--- config.mk ---
export PLATFORM = sky130hd
export DESIGN_NAME = eucr_ram
export DESIGN_NICKNAME = d
export VERILOG_FILES = /design/src/rtl/eucr_ram.sv
export SDC_FILE = /design/constraint.sdc
export NUM_CORES = 1
export LEC_CHECK = 0
export ABC_AREA = 0
export BUFFER_PORTS_ARGS = -buffer_cell sky130_fd_sc_hd__clkbuf_2
export CAP_MARGIN = 20
export CORE_UTILIZATION = 55
export CTS_CLUSTER_SIZE = 30
export DETAILED_ROUTE_END_ITERATION = 8
export HOLD_SLACK_MARGIN = 0.06
export PLACE_DENSITY = 0.86
export SYNTH_ARGS = -nofsm -noshare
export SYNTH_HDL_FRONTEND = slang
export SYNTH_SLANG_ARGS = --single-unit
--- constraint.sdc ---
create_clock -name i_clk -period 1.5 [get_ports i_clk]
set_input_delay 0.15 -clock i_clk [delete_from_list [all_inputs] [get_ports i_clk]]
set_output_delay 0.15 -clock i_clk [all_outputs]
set_load 0.02 [all_outputs]
--- src/rtl/eucr_ram.sv ---
// ----------------------------------------------------------------------------
// Generic RAM
// One write port and two read ports, read data registered.
// ----------------------------------------------------------------------------
module eucr_ram #(
    parameter int WIDTH = 8,
    parameter int DEPTH = 16,
    localparam int AW   = (DEPTH > 1) ? $clog2(DEPTH) : 1
) (
    input  logic             i_clk,
    input  logic             i_we,
    input  logic [AW-1:0]    i_waddr,
    input  logic [WIDTH-1:0] i_wdata,
    input  logic [AW-1:0]    i_raddr_a,
    input  logic [AW-1:0]    i_raddr_b,
    output logic [WIDTH-1:0] o_rdata_a,
    output logic [WIDTH-1:0] o_rdata_b
);

    logic [WIDTH-1:0] r_mem [DEPTH];

    // Write port and registered reads
    always_ff @(posedge i_clk) begin
        if (i_we) begin
            r_mem[i_waddr] <= i_wdata;
        end
        o_rdata_a <= r_mem[i_raddr_a];
        o_rdata_b <= r_mem[i_raddr_b];
    end

endmodule
==> flow_metrics.py <==
metrics = {
    "min_path": {
        "worstHoldStart": "i_wdata[4]",
        "holdCritPathClass": "primary input to flip-flop",
    },
    "clocking": {
        "ctsHoldBuffers": 0,
        "tritoncts": "done",
        "cts.clk_slew.worst_paths_ns": 0.06,
        "tritoncts_num_sinks": 144,
        "clk_latency_ns": 0.42,
        "cts.htree.levels": 4,
        "cts_made_buffers": 17,
        "cts_root_buf": "sky130_fd_sc_hd__clkbuf_16",
        "clock_tree.buffer_depth": 2,
    },
    "synthesis": {
        "postSynth.topFlopCell": "sky130_fd_sc_hd__edfxtp_1",
        "yosysTopAreaCell": "sky130_fd_sc_hd__edfxtp_1",
        "yosysTopAreaCellShare_pct": 60.6,
        "ys_warn_count": 0,
        "ys_seq_elements": 144,
        "syn-instance-count": 307,
        "postSynthNetCount": 329,
        "post_synth_edffs": 128,
        "number_of_distinct_library_cells_after_synthesis": 20,
        "synth_most_common_cell": "sky130_fd_sc_hd__edfxtp_1",
        "synthesis.area_um2": 6350,
        "synth.top_cells.by_count": "128 x sky130_fd_sc_hd__edfxtp_1, 34 x sky130_fd_sc_hd__mux4_2, 32 x sky130_fd_sc_hd__a22oi_1",
        "largest_cells_by_area_after_synthesis": "sky130_fd_sc_hd__edfxtp_1 61%, sky130_fd_sc_hd__mux4_2 12%, sky130_fd_sc_hd__mux4_1 12%",
        "synth_async_sr_flop_share_pct": 0,
        "post_synth.cell_area_avg_um2": 20.7,
        "synth_seq_area_share_pct": 65.6,
    },
    "finish": {
        "layout-drive-gt1-share_pct": 38.0,
        "fill_cells": 689,
        "finalInstanceArea_um2": 7570,
        "insertedDiodeCount": 0,
        "final_standard_cell_count_with_taps_included_and_fillers_excluded": 537,
        "design.final.nets": 406,
        "finalCoreUtilization_pct": 68.7,
        "area.growth.synth_to_final_pct": 19.4,
    },
    "worst_setup_path": {
        "r2r_slack_ns": 0.01,
        "slowest_delay_ns": 0.62,
        "setup.worst_path.start": "r_mem[0][7]",
        "crit_fanout": 2,
        "worst-setup-path-type": "flip-flop to flip-flop",
        "timing.critical_path.slowest_stage_cell": "sky130_fd_sc_hd__mux4_4",
        "timing.critical_path.to_type": "flip-flop",
        "critPathArrivalTime_ns": 1.79,
        "rr_startpoint": "r_mem[0][7]",
        "cp_cell_sequence": "mux4_4 -> a22oi_2 -> nand2_1",
        "worst_ep_required_time_ns": 1.80,
        "timing.critical_path.from_type": "flip-flop",
    },
    "timing": {
        "hold_violations": 0,
        "grt_setup_unrepaired": "no",
        "worst-slew-pin-transition_ns": 1.02,
        "timing.clock.skew_ns": 0.0118,
        "final_period_minus_worst_setup_slack_ns": 1.49,
        "finalSetupTns_ns": 0,
        "max_slew_margin_pct": 31.7,
        "slew_violations": 0,
        "clock.fmax_mhz": 672,
        "finalCritPeriodShare_pct": 99.2,
        "finalSetupViolCount": 0,
    },
    "drt": {
        "postRouteAntennaNets": 0,
        "dr_total_vias": 3679,
        "route.detailed.wl_per_inst_um": 28.2,
        "detail_route.wirelength_um": 15100,
        "route.detailed.drc": 0,
        "vias_per_cell": 6.85,
        "dr.pass1.iters": 5,
        "detailedRoute.firstIterationViolations": 416,
    },
    "die": {
        "rows": 38,
        "dieHeight_um": 109,
        "design.core.area_um2": 11000,
        "top_level_pins": 38,
        "floorplan.initialDensity_pct": 57.5,
        "die_x_um": 109,
        "die_area_um2": 12000,
    },
    "placement": {
        "dp_hpwl_um": 9690,
        "gp_congestion": 0.845,
        "placed_cell_area_um2": 6960,
        "dpl.cell_count": 505,
        "numPortBuffers": 37,
    },
    "pwr": {
        "power.ir.vdd_worst_mv": 0.696,
        "power_mw": 9.59,
        "pwr_cell_area_nw_per_um2": 1270,
        "total_leakage_power_nw": 2.69,
    },
    "global_route": {
        "grt_remaining_overflow": 0,
        "antenna_found_initial": 0,
        "grt_first_pass_wirelength_um": 22300,
        "grt_pass1_vias": 3831,
        "pin_count_of_the_biggest_net_entering_global_routing": 18,
        "globalRouteTotalUtil_pct": 27.9,
    },
    "run_status": {
        "run_status": "finished, final reports clean",
    },
    "run": {
        "timing.max_cap.violations": 0,
    },
}
metal layers:
| layer | up-vias | global-route usage, % | routed length, um |
|---|---|---|---|
| li1 | 1493 | - | - |
| met1 | 1914 | 34.2 | 5660 |
| met2 | 234 | 46.4 | 7770 |
| met3 | 38 | 7.41 | 1190 |
| met4 | 0 | 13.4 | 508 |
| met5 | - | 0 | 0 |
logic make-up (layout without fill, tap and decap cells):
group                  count (synthesis)  after routing  synth area share, %
and+or+nand+nor                       47             47                 3.43
muxes                                 64             64                 24.4
buffers and inverters                 20            110                 2.72
DFF                                  144            144                 65.6
AOI/OAI and AO/OA                     32             32                 3.79
repair_timing:
action / 4_1_cts / 5_1_grt
endpoints found under the setup margin: 2 / 2
pin swaps: 1 / 0
resized for setup: 2 / 2
buffers inserted: 0 / 0
report_power, final:
group	switching, mW	total, mW	internal (mW)
clock network	1.64	4.25	2.61
registers	0.0556	4.55	4.49
logic	0.437	0.802	0.365
total	2.13	9.59	7.46
flip-flops by register name, summed over array words and instances (netlist names):
register	count
o_rdata_a	8
o_rdata_b	8
r_mem	128
placed cells by master (no fill, tap or decap), types with 9 or more instances in the layout:
cell type | synthesis | routed
sky130_fd_sc_hd__a22oi_1 | 32 | 28
sky130_fd_sc_hd__buf_12 | 0 | 9
sky130_fd_sc_hd__buf_4 | 2 | 32
sky130_fd_sc_hd__clkbuf_16 | 0 | 17
sky130_fd_sc_hd__clkbuf_2 | 0 | 37
sky130_fd_sc_hd__dfxtp_1 | 16 | 16
sky130_fd_sc_hd__edfxtp_1 | 128 | 128
sky130_fd_sc_hd__mux4_1 | 28 | 28
sky130_fd_sc_hd__mux4_2 | 34 | 34
sky130_fd_sc_hd__nand2_1 | 17 | 17
sky130_fd_sc_hd__nor2_1 | 14 | 14
worst paths after layout:
path,depth (start not counted),to
worst max register to register,3,o_rdata_b[7]
worst min-delay path,1,r_mem[3][4]
worst min register to register,3,o_rdata_b[1]
worst max-delay path,3,o_rdata_b[7]
worst max-delay path, delay by kind of cell (launching register included):
kind            cells  cell delay (ns)
flops               1             0.40
simple gates        1             0.11
mux                 1             0.62
compound gates      1             0.25
cell type report:
| class | count | area [um2] | area share (%) |
|---|---|---|---|
| Timing Repair Buffer | 78 | 606 | 7.99 |
| Sequential cell | 144 | 4160 | 55.0 |
| Tap cell | 140 | 175 | 2.31 |
| Clock inverter | 14 | 166 | 2.20 |
| Multi-Input combinational cell | 143 | 2030 | 26.9 |
| Clock buffer | 18 | 429 | 5.67 |
metrics by stage:
step	setup slack, ns	hold slack, ns
after detailed placement	-0.193	0.566
after global placement	-0.190	0.551
after floorplan	0.0839	0.249
after CTS	0.00639	0.152
final	0.0122	0.150
after global routing	0.00375	0.156
(Power assumes the default switching activity.)
